$ cat src/design/i2cmbe_pkg.sv
// Package for the I2C master bit engine.
// Holds command codes, register indexes, phase hold values and the delay timer control type.
// No dependencies.
package i2cmbe_pkg;

  // Command codes carried in the func field.
  localparam logic [2:0] FUNC_START    = 3'd0;
  localparam logic [2:0] FUNC_STOP     = 3'd1;
  localparam logic [2:0] FUNC_WRITE    = 3'd2;
  localparam logic [2:0] FUNC_READ     = 3'd3;
  localparam logic [2:0] FUNC_WAIT_ACK = 3'd4;

  // Configuration register indexes and reset values.
  localparam int unsigned CFG_IDX_W   = 2;
  localparam int unsigned CFG_DATA_W  = 16;
  localparam logic [CFG_IDX_W-1:0] CFG_TICKS   = 2'd0;
  localparam logic [CFG_IDX_W-1:0] CFG_TIMEOUT = 2'd1;
  localparam logic [15:0] TICKS_RESET   = 16'd80;
  localparam logic [7:0]  TIMEOUT_RESET = 8'd250;

  // Phase hold lengths in delay units.
  localparam logic [3:0] HOLD_0  = 4'd0;
  localparam logic [3:0] HOLD_1  = 4'd1;
  localparam logic [3:0] HOLD_2  = 4'd2;
  localparam logic [3:0] HOLD_10 = 4'd10;

  // Phase step counter and notable steps within each command.
  localparam int unsigned STEP_W = 5;
  localparam logic [STEP_W-1:0] STEP_BITS_END = 5'd16;
  localparam logic [STEP_W-1:0] STEP_ACK_DRV  = 5'd17;
  localparam logic [STEP_W-1:0] STEP_ACK_HIGH = 5'd18;
  localparam logic [STEP_W-1:0] STEP_READ_END = 5'd19;
  localparam logic [STEP_W-1:0] STEP_POLL_END = 5'd3;

  // Control handed from the sequencer to the delay timer.
  typedef struct packed {
    logic       load;
    logic [3:0] units;
  } dly_ctl_t;

endpackage

$ cat src/design/i2cmbe_if.sv
// Channel interfaces of the I2C master bit engine: command input, phase output, configuration.
// Depends on i2cmbe_pkg.
interface i2cmbe_in_if;
  logic       valid;
  logic       ready;
  logic [2:0] func;
  logic [7:0] wr_data;
  logic       send_ack;
  logic [7:0] slave_bits;
  logic [7:0] ack_polls_high;

  modport source (output valid, func, wr_data, send_ack, slave_bits, ack_polls_high,
                  input ready);
  modport sink   (input valid, func, wr_data, send_ack, slave_bits, ack_polls_high,
                  output ready);
endinterface

interface i2cmbe_out_if;
  logic       valid;
  logic       ready;
  logic       scl_level;
  logic       sda_level;
  logic       sda_is_input;
  logic [3:0] hold_units;
  logic [7:0] read_byte;
  logic       ack_ok;
  logic       last;

  modport source (output valid, scl_level, sda_level, sda_is_input, hold_units, read_byte,
                         ack_ok, last,
                  input ready);
  modport sink   (input valid, scl_level, sda_level, sda_is_input, hold_units, read_byte,
                        ack_ok, last,
                  output ready);
endinterface

interface i2cmbe_cfg_if import i2cmbe_pkg::*; ();
  logic                  valid;
  logic                  ready;
  logic [CFG_IDX_W-1:0]  index;
  logic [CFG_DATA_W-1:0] data;

  modport source (output valid, index, data, input ready);
  modport sink   (input valid, index, data, output ready);
endinterface

$ cat src/design/i2c_master_bit_engine_top.sv
// Top level of the I2C master bit engine: command sequencer, phase output register and registers.
// Depends on i2cmbe_pkg, the channel interfaces and i2cmbe_delay.
// Each phase is issued through the output register, then the delay timer holds it for
// hold_units delay units, with the unit length set by ticks_per_delay_unit.
// A command takes 3 to 20 phases; a write byte holds for 34 delay units in all.
// One command at a time: the input is ready only while the sequencer is idle.
// Synchronous reset leaves SCL and SDA high, SDA driven, registers at 80 and 250.
module i2c_master_bit_engine_top import i2cmbe_pkg::*; (
  input  logic clk,
  input  logic rst_n,
  i2cmbe_in_if.sink    in_ch,
  i2cmbe_out_if.source out_ch,
  i2cmbe_cfg_if.sink   cfg_ch
);

  typedef enum logic [1:0] {ST_IDLE, ST_RUN, ST_HOLD} state_t;

  state_t state_r, state_nxt;

  // Configuration registers.
  logic [15:0] ticks_r, ticks_nxt;
  logic [7:0]  timeout_r, timeout_nxt;

  // Command held for the length of its phase run.
  logic [2:0]        func_r, func_nxt;
  logic [7:0]        data_r, data_nxt;
  logic              ack_r, ack_nxt;
  logic [7:0]        sbits_r, sbits_nxt;
  logic              fail_r, fail_nxt;
  logic [STEP_W-1:0] step_r, step_nxt;
  logic              last_r, last_nxt;

  // Line state and received byte.
  logic       scl_r, scl_nxt;
  logic       sda_r, sda_nxt;
  logic       rel_r, rel_nxt;
  logic [7:0] shreg_r, shreg_nxt;

  // Output register.
  logic       ov_r, ov_nxt;
  logic       o_scl_r, o_scl_nxt;
  logic       o_sda_r, o_sda_nxt;
  logic       o_rel_r, o_rel_nxt;
  logic [3:0] o_hold_r, o_hold_nxt;
  logic [7:0] o_rbyte_r, o_rbyte_nxt;
  logic       o_ackok_r, o_ackok_nxt;
  logic       o_last_r, o_last_nxt;

  // Phase generator results.
  logic       ph_scl, ph_sda, ph_rel, ph_last, ph_ackok;
  logic [3:0] ph_hold;
  logic [7:0] ph_rbyte, ph_shreg, ph_data, ph_sbits;
  logic       do_stop;
  logic [1:0] stop_idx;

  logic     in_acc, out_free, load;
  dly_ctl_t dly_ctl;
  logic     dly_done;

  assign in_acc   = in_ch.valid && in_ch.ready;
  assign out_free = !ov_r || out_ch.ready;
  assign load     = (state_r == ST_RUN) && out_free;

  // Phase generator: the levels and hold of the phase at the current step.
  always_comb begin
    ph_scl   = scl_r;
    ph_sda   = sda_r;
    ph_rel   = rel_r;
    ph_hold  = HOLD_0;
    ph_last  = 1'b0;
    ph_ackok = 1'b0;
    ph_rbyte = '0;
    ph_shreg = shreg_r;
    ph_data  = data_r;
    ph_sbits = sbits_r;
    do_stop  = 1'b0;
    stop_idx = 2'd0;
    case (func_r)
      FUNC_START: begin
        case (step_r)
          5'd0: begin
            ph_rel  = 1'b0;
            ph_sda  = 1'b1;
            ph_scl  = 1'b1;
            ph_hold = HOLD_2;
          end
          5'd1: begin
            ph_sda  = 1'b0;
            ph_hold = HOLD_2;
          end
          default: begin
            ph_scl  = 1'b0;
            ph_hold = HOLD_10;
            ph_last = 1'b1;
          end
        endcase
      end
      FUNC_STOP: begin
        do_stop  = 1'b1;
        stop_idx = step_r[1:0];
      end
      FUNC_WRITE: begin
        ph_rel  = 1'b0;
        ph_hold = HOLD_2;
        if (step_r == STEP_BITS_END) begin
          ph_scl  = 1'b0;
          ph_last = 1'b1;
        end else if (!step_r[0]) begin
          ph_scl  = 1'b0;
          ph_sda  = data_r[7];
          ph_data = {data_r[6:0], 1'b0};
        end else begin
          ph_scl = 1'b1;
        end
      end
      FUNC_READ: begin
        if (step_r < STEP_BITS_END) begin
          ph_rel  = 1'b1;
          ph_hold = HOLD_2;
          if (!step_r[0]) begin
            ph_scl = 1'b0;
            if (step_r == '0) begin
              ph_shreg = '0;
            end
          end else begin
            ph_scl   = 1'b1;
            ph_shreg = {shreg_r[6:0], sbits_r[7]};
            ph_sbits = {sbits_r[6:0], 1'b0};
          end
        end else if (step_r == STEP_BITS_END) begin
          ph_scl = 1'b0;
        end else if (step_r == STEP_ACK_DRV) begin
          ph_rel  = 1'b0;
          ph_sda  = !ack_r;
          ph_hold = HOLD_2;
        end else if (step_r == STEP_ACK_HIGH) begin
          ph_scl  = 1'b1;
          ph_hold = HOLD_2;
        end else begin
          ph_scl   = 1'b0;
          ph_last  = 1'b1;
          ph_rbyte = shreg_r;
        end
      end
      FUNC_WAIT_ACK: begin
        case (step_r)
          5'd0: begin
            ph_sda  = 1'b1;
            ph_hold = HOLD_1;
          end
          5'd1: begin
            ph_rel  = 1'b1;
            ph_hold = HOLD_1;
          end
          5'd2: begin
            ph_scl  = 1'b1;
            ph_hold = HOLD_2;
          end
          default: begin
            if (fail_r) begin
              do_stop  = 1'b1;
              stop_idx = 2'(step_r - STEP_POLL_END);
            end else begin
              ph_scl   = 1'b0;
              ph_rel   = 1'b0;
              ph_last  = 1'b1;
              ph_ackok = 1'b1;
            end
          end
        endcase
      end
      default: begin
      end
    endcase

    // Stop condition, shared by the stop command and a timed out wait for ACK.
    if (do_stop) begin
      case (stop_idx)
        2'd0: begin
          ph_rel  = 1'b0;
          ph_sda  = 1'b0;
          ph_hold = HOLD_2;
        end
        2'd1: begin
          ph_scl  = 1'b1;
          ph_hold = HOLD_2;
        end
        default: begin
          ph_sda  = 1'b1;
          ph_last = 1'b1;
        end
      endcase
    end
  end

  // Sequencer next state, configuration writes and output register.
  always_comb begin
    state_nxt   = state_r;
    ticks_nxt   = ticks_r;
    timeout_nxt = timeout_r;
    func_nxt    = func_r;
    data_nxt    = data_r;
    ack_nxt     = ack_r;
    sbits_nxt   = sbits_r;
    fail_nxt    = fail_r;
    step_nxt    = step_r;
    last_nxt    = last_r;
    scl_nxt     = scl_r;
    sda_nxt     = sda_r;
    rel_nxt     = rel_r;
    shreg_nxt   = shreg_r;
    ov_nxt      = ov_r && !out_ch.ready;
    o_scl_nxt   = o_scl_r;
    o_sda_nxt   = o_sda_r;
    o_rel_nxt   = o_rel_r;
    o_hold_nxt  = o_hold_r;
    o_rbyte_nxt = o_rbyte_r;
    o_ackok_nxt = o_ackok_r;
    o_last_nxt  = o_last_r;
    dly_ctl     = '{load: 1'b0, units: HOLD_0};

    if (cfg_ch.valid) begin
      unique case (cfg_ch.index)
        CFG_TICKS:   ticks_nxt   = cfg_ch.data;
        CFG_TIMEOUT: timeout_nxt = cfg_ch.data[7:0];
        default: begin
        end
      endcase
    end

    unique case (state_r)
      ST_IDLE: begin
        if (in_acc) begin
          func_nxt  = in_ch.func;
          data_nxt  = in_ch.wr_data;
          ack_nxt   = in_ch.send_ack;
          sbits_nxt = in_ch.slave_bits;
          fail_nxt  = in_ch.ack_polls_high > timeout_r;
          step_nxt  = '0;
          if (in_ch.func <= FUNC_WAIT_ACK) begin
            state_nxt = ST_RUN;
          end
        end
      end
      ST_RUN: begin
        if (out_free) begin
          ov_nxt      = 1'b1;
          o_scl_nxt   = ph_scl;
          o_sda_nxt   = ph_rel ? 1'b1 : ph_sda;
          o_rel_nxt   = ph_rel;
          o_hold_nxt  = ph_hold;
          o_rbyte_nxt = ph_rbyte;
          o_ackok_nxt = ph_ackok;
          o_last_nxt  = ph_last;
          scl_nxt     = ph_scl;
          sda_nxt     = ph_sda;
          rel_nxt     = ph_rel;
          shreg_nxt   = ph_shreg;
          data_nxt    = ph_data;
          sbits_nxt   = ph_sbits;
          step_nxt    = step_r + 5'd1;
          last_nxt    = ph_last;
          dly_ctl     = '{load: 1'b1, units: ph_hold};
          state_nxt   = ST_HOLD;
        end
      end
      ST_HOLD: begin
        if (dly_done) begin
          state_nxt = last_r ? ST_IDLE : ST_RUN;
        end
      end
      default: state_nxt = ST_IDLE;
    endcase
  end

  // State and registered outputs.
  always_ff @(posedge clk) begin
    if (!rst_n) begin
      state_r   <= ST_IDLE;
      ticks_r   <= TICKS_RESET;
      timeout_r <= TIMEOUT_RESET;
      scl_r     <= 1'b1;
      sda_r     <= 1'b1;
      rel_r     <= 1'b0;
      shreg_r   <= '0;
      ov_r      <= 1'b0;
      last_r    <= 1'b0;
      step_r    <= '0;
    end else begin
      state_r   <= state_nxt;
      ticks_r   <= ticks_nxt;
      timeout_r <= timeout_nxt;
      scl_r     <= scl_nxt;
      sda_r     <= sda_nxt;
      rel_r     <= rel_nxt;
      shreg_r   <= shreg_nxt;
      ov_r      <= ov_nxt;
      last_r    <= last_nxt;
      step_r    <= step_nxt;
    end
    func_r    <= func_nxt;
    data_r    <= data_nxt;
    ack_r     <= ack_nxt;
    sbits_r   <= sbits_nxt;
    fail_r    <= fail_nxt;
    o_scl_r   <= o_scl_nxt;
    o_sda_r   <= o_sda_nxt;
    o_rel_r   <= o_rel_nxt;
    o_hold_r  <= o_hold_nxt;
    o_rbyte_r <= o_rbyte_nxt;
    o_ackok_r <= o_ackok_nxt;
    o_last_r  <= o_last_nxt;
  end

  // Phase hold timer.
  i2cmbe_delay u_delay (
    .clk            (clk),
    .rst_n          (rst_n),
    .ctl            (dly_ctl),
    .ticks_per_unit (ticks_r),
    .done           (dly_done)
  );

  // Channel outputs.
  assign in_ch.ready         = (state_r == ST_IDLE);
  assign cfg_ch.ready        = 1'b1;
  assign out_ch.valid        = ov_r;
  assign out_ch.scl_level    = o_scl_r;
  assign out_ch.sda_level    = o_sda_r;
  assign out_ch.sda_is_input = o_rel_r;
  assign out_ch.hold_units   = o_hold_r;
  assign out_ch.read_byte    = o_rbyte_r;
  assign out_ch.ack_ok       = o_ackok_r;
  assign out_ch.last         = o_last_r;

  // A new phase is only issued once the previous hold has run out.
  a_load_after_hold: assert property (@(posedge clk) disable iff (!rst_n)
    load |-> dly_done)
    else $error("phase issued while the previous hold was still running");

  // No command runs past the read byte, its longest phase run.
  a_step_bound: assert property (@(posedge clk) disable iff (!rst_n)
    (state_r == ST_RUN) |-> (step_r <= STEP_READ_END))
    else $error("phase step beyond the longest command");

  // A released data line always reads as high.
  a_released_high: assert property (@(posedge clk) disable iff (!rst_n)
    (ov_r && o_rel_r) |-> o_sda_r)
    else $error("released SDA shown as driven low");

  // The last phase of a command returns the sequencer to idle once its hold ends.
  a_last_to_idle: assert property (@(posedge clk) disable iff (!rst_n)
    ((state_r == ST_HOLD) && last_r && dly_done) |=> (state_r == ST_IDLE))
    else $error("sequencer did not return to idle after the last phase");

endmodule

$ cat src/design/i2cmbe_delay.sv
// Delay timer of the I2C master bit engine: holds a phase for a number of delay units.
// Depends on i2cmbe_pkg.
module i2cmbe_delay import i2cmbe_pkg::*; (
  input  logic        clk,
  input  logic        rst_n,
  input  dly_ctl_t    ctl,
  input  logic [15:0] ticks_per_unit,
  output logic        done
);

  logic [3:0]  unit_cnt_r, unit_cnt_nxt;
  logic [15:0] tick_cnt_r, tick_cnt_nxt;
  logic [16:0] tick_inc;

  // Count clock ticks within a unit and units within the phase.
  assign tick_inc = {1'b0, tick_cnt_r} + 17'd1;

  always_comb begin
    unit_cnt_nxt = unit_cnt_r;
    tick_cnt_nxt = tick_cnt_r;
    if (ctl.load) begin
      unit_cnt_nxt = ctl.units;
      tick_cnt_nxt = '0;
    end else if (unit_cnt_r != '0) begin
      if (tick_inc >= {1'b0, ticks_per_unit}) begin
        tick_cnt_nxt = '0;
        unit_cnt_nxt = unit_cnt_r - 4'd1;
      end else begin
        tick_cnt_nxt = tick_inc[15:0];
      end
    end
  end

  always_ff @(posedge clk) begin
    if (!rst_n) begin
      unit_cnt_r <= '0;
      tick_cnt_r <= '0;
    end else begin
      unit_cnt_r <= unit_cnt_nxt;
      tick_cnt_r <= tick_cnt_nxt;
    end
  end

  assign done = (unit_cnt_r == '0);

endmodule
$ cat src/flat_wrapper.sv
// flat-port wrapper written by rule: the top's interface ports become plain ports
module i2c_master_bit_engine_top_flat import i2cmbe_pkg::*;
  (clk, rst_n, in_ch_valid, in_ch_func, in_ch_wr_data, in_ch_send_ack, in_ch_slave_bits, in_ch_ack_polls_high, in_ch_ready, out_ch_valid, out_ch_scl_level, out_ch_sda_level, out_ch_sda_is_input, out_ch_hold_units, out_ch_read_byte, out_ch_ack_ok, out_ch_last, out_ch_ready, cfg_ch_valid, cfg_ch_index, cfg_ch_data, cfg_ch_ready);
  i2cmbe_in_if in_ch_i ();
  i2cmbe_out_if out_ch_i ();
  i2cmbe_cfg_if cfg_ch_i ();
  input  logic clk;
  input  logic rst_n;
  input wire logic [$bits(in_ch_i.valid)-1:0] in_ch_valid;
  input wire logic [$bits(in_ch_i.func)-1:0] in_ch_func;
  input wire logic [$bits(in_ch_i.wr_data)-1:0] in_ch_wr_data;
  input wire logic [$bits(in_ch_i.send_ack)-1:0] in_ch_send_ack;
  input wire logic [$bits(in_ch_i.slave_bits)-1:0] in_ch_slave_bits;
  input wire logic [$bits(in_ch_i.ack_polls_high)-1:0] in_ch_ack_polls_high;
  output wire logic [$bits(in_ch_i.ready)-1:0] in_ch_ready;
  output wire logic [$bits(out_ch_i.valid)-1:0] out_ch_valid;
  output wire logic [$bits(out_ch_i.scl_level)-1:0] out_ch_scl_level;
  output wire logic [$bits(out_ch_i.sda_level)-1:0] out_ch_sda_level;
  output wire logic [$bits(out_ch_i.sda_is_input)-1:0] out_ch_sda_is_input;
  output wire logic [$bits(out_ch_i.hold_units)-1:0] out_ch_hold_units;
  output wire logic [$bits(out_ch_i.read_byte)-1:0] out_ch_read_byte;
  output wire logic [$bits(out_ch_i.ack_ok)-1:0] out_ch_ack_ok;
  output wire logic [$bits(out_ch_i.last)-1:0] out_ch_last;
  input wire logic [$bits(out_ch_i.ready)-1:0] out_ch_ready;
  input wire logic [$bits(cfg_ch_i.valid)-1:0] cfg_ch_valid;
  input wire logic [$bits(cfg_ch_i.index)-1:0] cfg_ch_index;
  input wire logic [$bits(cfg_ch_i.data)-1:0] cfg_ch_data;
  output wire logic [$bits(cfg_ch_i.ready)-1:0] cfg_ch_ready;
  assign in_ch_i.valid = in_ch_valid;
  assign in_ch_i.func = in_ch_func;
  assign in_ch_i.wr_data = in_ch_wr_data;
  assign in_ch_i.send_ack = in_ch_send_ack;
  assign in_ch_i.slave_bits = in_ch_slave_bits;
  assign in_ch_i.ack_polls_high = in_ch_ack_polls_high;
  assign in_ch_ready = in_ch_i.ready;
  assign out_ch_valid = out_ch_i.valid;
  assign out_ch_scl_level = out_ch_i.scl_level;
  assign out_ch_sda_level = out_ch_i.sda_level;
  assign out_ch_sda_is_input = out_ch_i.sda_is_input;
  assign out_ch_hold_units = out_ch_i.hold_units;
  assign out_ch_read_byte = out_ch_i.read_byte;
  assign out_ch_ack_ok = out_ch_i.ack_ok;
  assign out_ch_last = out_ch_i.last;
  assign out_ch_i.ready = out_ch_ready;
  assign cfg_ch_i.valid = cfg_ch_valid;
  assign cfg_ch_i.index = cfg_ch_index;
  assign cfg_ch_i.data = cfg_ch_data;
  assign cfg_ch_ready = cfg_ch_i.ready;
  i2c_master_bit_engine_top u_core (.clk(clk), .rst_n(rst_n), .in_ch(in_ch_i), .out_ch(out_ch_i), .cfg_ch(cfg_ch_i));
endmodule
$ cat config.mk
export PLATFORM = sky130hd
export DESIGN_NAME = i2c_master_bit_engine_top_flat
export DESIGN_NICKNAME = d
export VERILOG_FILES = /design/src/design/i2cmbe_pkg.sv /design/src/design/i2cmbe_if.sv /design/src/design/i2c_master_bit_engine_top.sv /design/src/design/i2cmbe_delay.sv /design/src/flat_wrapper.sv
export SDC_FILE = /design/constraint.sdc
export NUM_CORES = 1
export LEC_CHECK = 0
export BUFFER_PORTS_ARGS = -buffer_cell sky130_fd_sc_hd__buf_2
export CAP_MARGIN = 20
export CELL_PAD_IN_SITES_DETAIL_PLACEMENT = 1
export CELL_PAD_IN_SITES_GLOBAL_PLACEMENT = 1
export CORE_ASPECT_RATIO = 0.9
export CORE_UTILIZATION = 25
export DETAILED_ROUTE_END_ITERATION = 8
export HOLD_SLACK_MARGIN = 0.05
export MAX_ROUTING_LAYER = met4
export PLACE_DENSITY = 0.53
export SLEW_MARGIN = 20
export SYNTH_ARGS = -nofsm -noshare
export SYNTH_HDL_FRONTEND = slang
export SYNTH_SLANG_ARGS = --single-unit
export TNS_END_PERCENT = 20
$ cat constraint.sdc
create_clock -name clk -period 4.1 [get_ports clk]
set_input_delay 0.82 -clock clk [delete_from_list [all_inputs] [get_ports clk]]
set_output_delay 0.82 -clock clk [all_outputs]
set_load 0.03 [all_outputs]
Yosys cells after proc, flatten, opt, wreduce, memory -nomap -nowiden
Index checks and enable logic that the tools add are counted.
Widths: inputs -> output; s select.
{"block": "totals", "out_inout_bits": 20, "latch_bits": 0, "in_bits": 51, "mem_bits_rw": 0, "elab_cells": 178, "n_memories": 0, "mem_bits_ro": 0, "reg_bits": 102}
{"block": "classes", "n_eq_ne": 23, "mux": 88, "shift": 0, "add_sub_neg": 4, "div": 0, "reduce_logical": 33, "n_lt_le_gt_ge": 4, "n_bitwise": 2, "mul": 0}
{"cell": "$mux 8", "n": 12}
{"cell": "$mux 1", "n": 38}
{"cell": "$mux 4", "n": 9}
{"cell": "$pmux 8 s2", "n": 2}
{"cell": "$mux 5", "n": 4}
{"cell": "$add 16x1->17 const B", "n": 1}
{"cell": "$ge 17x16->1", "n": 1}
{"cell": "$mux 16", "n": 1}
{"cell": "$pmux 1 s4", "n": 4}
{"cell": "$pmux 4 s4", "n": 1}
{"cell": "$eq 5x5->1 const B", "n": 3}
{"cell": "$mux 2", "n": 7}
{"cell": "$ne 2x2->1 const B", "n": 7}
{"cell": "$pmux 1 s2", "n": 6}
{"cell": "$reduce_and 6->1", "n": 2}
{"cell": "$pmux 5 s2", "n": 1}
{"cell": "$reduce_and 2->1", "n": 5}
{"cell": "$gt 8x8->1", "n": 1}
{"cell": "$pmux 2 s2", "n": 2}
{"cell": "$reduce_bool 2->1", "n": 4}
{"cell": "$reduce_or 2->1", "n": 4}
{"cell": "$eq 2x1->1 const B", "n": 3}
{"cell": "$eq 3x2->1 const B", "n": 2}
{"cell": "$logic_not 2->1", "n": 3}
{"cell": "25 further kinds", "n": 31}

Depth between registers and ports, before layout
{"block": "logic_depth", "word_depth": 12, "depth_mapped": 15, "ltp_nobuf": 13}

By module
A second synthesis with hierarchy kept.
{"block": "unflattened", "hier_cells": 614, "hier_area_um2": 5437.7}
{"module": "i2c_master_bit_engine_top", "cells_per_inst": 414, "area_each_um2": 3834.9, "seq_area_each_um2": 1991.9, "n_inst": 1}
{"module": "i2cmbe_delay", "cells_per_inst": 200, "area_each_um2": 1602.8, "seq_area_each_um2": 400.4, "n_inst": 1}

Worst setup path after synthesis
Ideal clock, no wire load.
{"block": "synth_timing", "path_type": "register -> register", "start": "reg u_core.u_delay.tick_cnt_r[4]", "end": "reg u_core.u_delay.unit_cnt_r[1]", "setup_ns": 0.071, "n_path_buf": 1, "arrival_time_ns": 2.996, "synth_period_minus_slack_ns": 3.067, "setup_slack_ns": 1.033, "path_stages_with_launch": 13, "required_ns": 4.029, "path_cell_list": "dfxtp_1 -> clkbuf_1 -> nand3_1 -> nor3_1 -> xor2_1 -> ha_1 -> nand4_1 -> nor3_1 -> a2111oi_0 -> nor2_1 -> o31ai_2 -> mux2_2 -> o2bb2ai_1"}
{"block": "synth_via", "elab_chain_cells": 4}
{"item": "from (decl)", "line": "i2cmbe_delay.sv:12", "text": "logic [15:0] tick_cnt_r, tick_cnt_nxt;"}
{"item": "from (signal assigned)", "line": "i2cmbe_delay.sv:40", "text": "tick_cnt_r <= tick_cnt_nxt;"}
{"item": "$add 16x1->17", "line": "i2cmbe_delay.sv:16", "text": "assign tick_inc = {1'b0, tick_cnt_r} + 17'd1;"}
{"item": "$ge 17x16->1", "line": "i2cmbe_delay.sv:25", "text": "if (tick_inc >= {1'b0, ticks_per_unit}) begin"}
{"item": "$reduce_bool 2->1 (no source line)"}
{"item": "$reduce_and 2->1 (no source line)"}
{"item": "to (signal assigned)", "line": "i2cmbe_delay.sv:39", "text": "unit_cnt_r <= unit_cnt_nxt;"}
{"item": "to (decl)", "line": "i2cmbe_delay.sv:11", "text": "logic [3:0] unit_cnt_r, unit_cnt_nxt;"}
Every way passes these cells.
A chain may end at the register's enable or synchronous reset.

Worst setup path in the final report
{"block": "layout_timing", "start": "reg u_core.u_delay.tick_cnt_r[0]", "end": "reg u_core.u_delay.unit_cnt_r[3]"}
The elaborated chain is that of the path after synthesis.

==> summary.md <==
| Metric | Value |
|---|---|
| Crit path largest cell delay | `480 ps` |
| Least-Margin Pin Slew | `812 ps` |
| CP Buf/Inv Count | `1` |
| Worst hold path endpoint | `u_core.rel_r$_SDFFE_PN0P_` |
| Total wire length after detailed routing | `~14000 µm` |
| Critical path capture point type | `register` |
| DRC viols | `0` |
| Largest cells by area after synthesis | `dfxtp_1 24%, edfxtp_1 20%, nand2_1 8.7%, ha_1 6.9%, a21oi_1 3.0%` |
| Vias in the first global route | `4683` |
| TritonRoute pass-1 iters | `4` |
| H-tree depth | `3` |
| Critical-path cell list | `ha_1 -> nand3_1 -> nor4_4 -> nand3_1 -> xnor2_1 -> ha_1 -> a21oi_1 -> nor4b_1 -> a311oi_1 -> nor2_2 -> buf_4 -> or4_1 -> a31oi_1` |
| Worst path top cell family by delay | `simple AND/OR/NAND/NOR gates` |
| Minimum clock period | `3640 ps` |
| Largest net degree at the start of global routing | `47` |
| Layout Nets | `758` |
| Req. time, crit path | `4380 ps` |
| Synth warn | `0` |
| Final Wtd Congestion | `0.810` |
| Status | `complete, no violations` |
| Post-synth net total | `701` |
| Endpoints failing setup | `0` |
| Peak supply drop | `0.188 mV` |
| Cell accounting for the most synthesized area | `dfxtp_1` |
| TritonCTS Buffers | `9` |
| Syn Inst Count | `620` |
| Site row count | `50` |
| Placed insts | `952` |
| FFs w/ async S/R, synth | `0%` |
| CTS Hold Bufs | `0` |
| R2R depth | `13` |
| Via count | `4557` |
| Die Height | `about 140 µm` |
| Initial antenna violation count | `0` |
| Pins Over Slew Limit | `0` |
| Mean number of vias per cell | `roughly 4.7` |
| Hold Fails Final Rpt | `0` |
| Slowest-stage cell, CP | `or4_1` |
| Leakage dissipation | `2.51 nW` |
| Longest Clk Path Bufs | `2` |
| Worst path arrival time | `a little under 4000 ps` |
| I/O pins | `71` |
| Synth Cell Area | `5420 µm²` |
| Synth top area share | `between 20% and 30%` |
| Relative slew slack | `45.9%` |
| Finished Layout Cells | `968` |
| Synth top cells by count | `125 x nand2_1, 64 x dfxtp_1, 37 x edfxtp_1` |
| Cell Pwr Density | `362 nW/µm²` |
| Total die area | `22300 µm²` |
| Clock slew at reported path FFs | `70 ps` |
| Crit path max fanout | `13` |
| Core Area | `21000 µm²` |
| Dominant synthesized flop cell | `dfxtp_1` |
| Crit start category | `register` |
| Clk_lat worst skew | `~350 ps` |
| Global-route usage over all layers | `14.0%` |
| Reg2reg end | `u_core.u_delay.unit_cnt_r[3]$_SDFFE_PN0P_` |
| Iteration-0 DRC Markers | `225` |
| FF-to-FF Start | `u_core.u_delay.tick_cnt_r[0]$_SDFFE_PP0N_` |
| RSZ-0062 raised after global routing | `no` |
| # resized after CTS | `0` |
| Area growth, synth to finish | `17.0%` |
| Number of diodes | `0` |
| Share of post-route cells with drive strength above 1 | `16.0%` |
| CTS tree | `yes` |
| Die X | `157 µm` |
| Initial Util | `about a quarter` |
| Final Skew | `6.62 ps` |
| Port bufs | `68` |
| Yosys cell types | `65` |
| First-pass GRT wire length | `23800 µm` |
| Mean area per synthesized cell | `8.74 µm²` |
| Period Utilization, post-route | `88.7%` |
| Detail Route Antenna Nets | `0` |
| Most numerous cell in the Yosys netlist | `nand2_1` |
| TNS Setup | `0 ps` |
| Setup CP Type | `reg -> reg` |
| Worst min path class | `reg -> reg` |
| Clock Sinks | `101` |
| Wire per inst | `14.9 µm` |
| Number of synthesized flops with an enable pin | `37` |
| FMAX | `275 MHz` |
| GRT overflow | `0` |
| DP Wirelength | `10900 µm` |
| Hold path cells | `2` |
| Seq cells post-synth | `slightly above 100` |
| Setup Buffers After CTS | `0` |
| Total power | `2.30 mW` |
| CTS Root Cell | `clkbuf_16` |
| Max-Cap Viols | `0` |
| FF-to-FF setup slack | `460 ps` |
| Post-synthesis sequential area ratio | `44.1%` |
| Hold_sp | `u_core.rel_r$_SDFFE_PN0P_` |
==> layer usage <==
layer | GRT usage, % | up-vias | wire, µm
met5 | - | - | 0
met4 | 4.91 | 0 | 218
met3 | 1.83 | 19 | 492
met2 | 21.2 | 79 | 6340
met1 | 19.0 | 2192 | 7370
li1 | - | 2267 | -
==> state kept, by name (all words and copies together), names as in the netlist, 4 cells and up <==
| signal | flops |
|---|---|
| u_core.ticks_r | 16 |
| u_core.u_delay.tick_cnt_r | 16 |
| u_core.data_r | 8 |
| u_core.out_ch.read_byte | 8 |
| u_core.sbits_r | 8 |
| u_core.shreg_r | 8 |
| u_core.timeout_r | 8 |
| u_core.step_r | 5 |
| u_core.u_delay.unit_cnt_r | 4 |
==> cell families after synthesis <==
kind of cell / count (synthesis) / synth area share, %
AND/OR/NAND/NOR: 267 / 24.3
AO/OA/AOI/OAI: 131 / 15.8
flip-flops: 101 / 44.1
buffers and inverters: 67 / 5.03
adder cells (fa/ha/maj): 30 / 6.92
XOR/XNOR: 18 / 2.91
multiplexers: 4 / 0.762
other: 2 / 0.139
==> worst max-delay path by stage <==
stage                                                         start                                        end  slack, ps  cells past startpoint
after floorplan           u_core.u_delay.tick_cnt_r[4]$_SDFFE_PP0N_  u_core.u_delay.unit_cnt_r[1]$_SDFFE_PN0P_       1030                     12
after global placement    u_core.u_delay.tick_cnt_r[0]$_SDFFE_PP0N_  u_core.u_delay.unit_cnt_r[1]$_SDFFE_PN0P_        550                     13
after detailed placement  u_core.u_delay.tick_cnt_r[0]$_SDFFE_PP0N_  u_core.u_delay.unit_cnt_r[3]$_SDFFE_PN0P_        460                     13
after CTS                 u_core.u_delay.tick_cnt_r[2]$_SDFFE_PP0N_  u_core.u_delay.unit_cnt_r[1]$_SDFFE_PN0P_        440                     12
after global routing      u_core.u_delay.tick_cnt_r[0]$_SDFFE_PP0N_  u_core.u_delay.unit_cnt_r[3]$_SDFFE_PN0P_        120                     13
final                     u_core.u_delay.tick_cnt_r[0]$_SDFFE_PP0N_  u_core.u_delay.unit_cnt_r[3]$_SDFFE_PN0P_        460                     13
==> power breakdown <==
group,internal [mW],switching (mW)
sequential,1.11,0.0339
combinational,0.112,0.224
clock,0.418,0.401
total,1.64,0.660
==> worst register-to-register path, cell delays in order (launching register included) <==
cell      delay (ps)
dfxtp_1          430
ha_1             280
nand3_1          220
nor4_4           440
nand3_1          160
xnor2_1          170
ha_1             320
a21oi_1           90
nor4b_1          150
a311oi_1         380
nor2_2            90
buf_4            190
or4_1            480
a31oi_1          170
==> metrics by stage <==
step	utilization [%]	instance area, µm²	hold slack [ps]	setup WS (ps)
global route	30.2	6340	490	122
global placement	28.8	6060	458	550
finish	30.2	6340	465	462
CTS	30.2	6340	470	437
detailed placement	28.8	6060	460	462
floorplan	-	5420	441	1030
==> cells in the final DEF (no fill, tap or decap), drive strengths merged, types with 4 or more instances in the layout <==
| cell | instances |
|---|---|
| nand2 | 125 |
| buf | 78 |
| dfxtp | 64 |
| inv | 38 |
| edfxtp | 37 |
| a21oi | 34 |
| nor2 | 31 |
| ha | 30 |
| nand3 | 25 |
| o21ai | 25 |
| a21boi | 19 |
| nor2b | 18 |
| and2 | 17 |
| nor3 | 14 |
| o211ai | 10 |
| clkbuf | 10 |
| xnor2 | 9 |
| xor2 | 9 |
| a22oi | 8 |
| a31oi | 7 |
| and3 | 6 |
| nor3b | 6 |
| nand4 | 5 |
| nand2b | 4 |
| o31ai | 4 |
==> cell type report <==
cell class              instances  area (µm²)
clock buffers                  10         229
repair buffers                 78         415
multi-input cells             452        2770
clock inverters                 6        46.3
inverters                      35         131
well taps                     286         358
fillers                      2537       14700
flip-flops and latches        101        2390
Power figures use the tool's default switching activity.
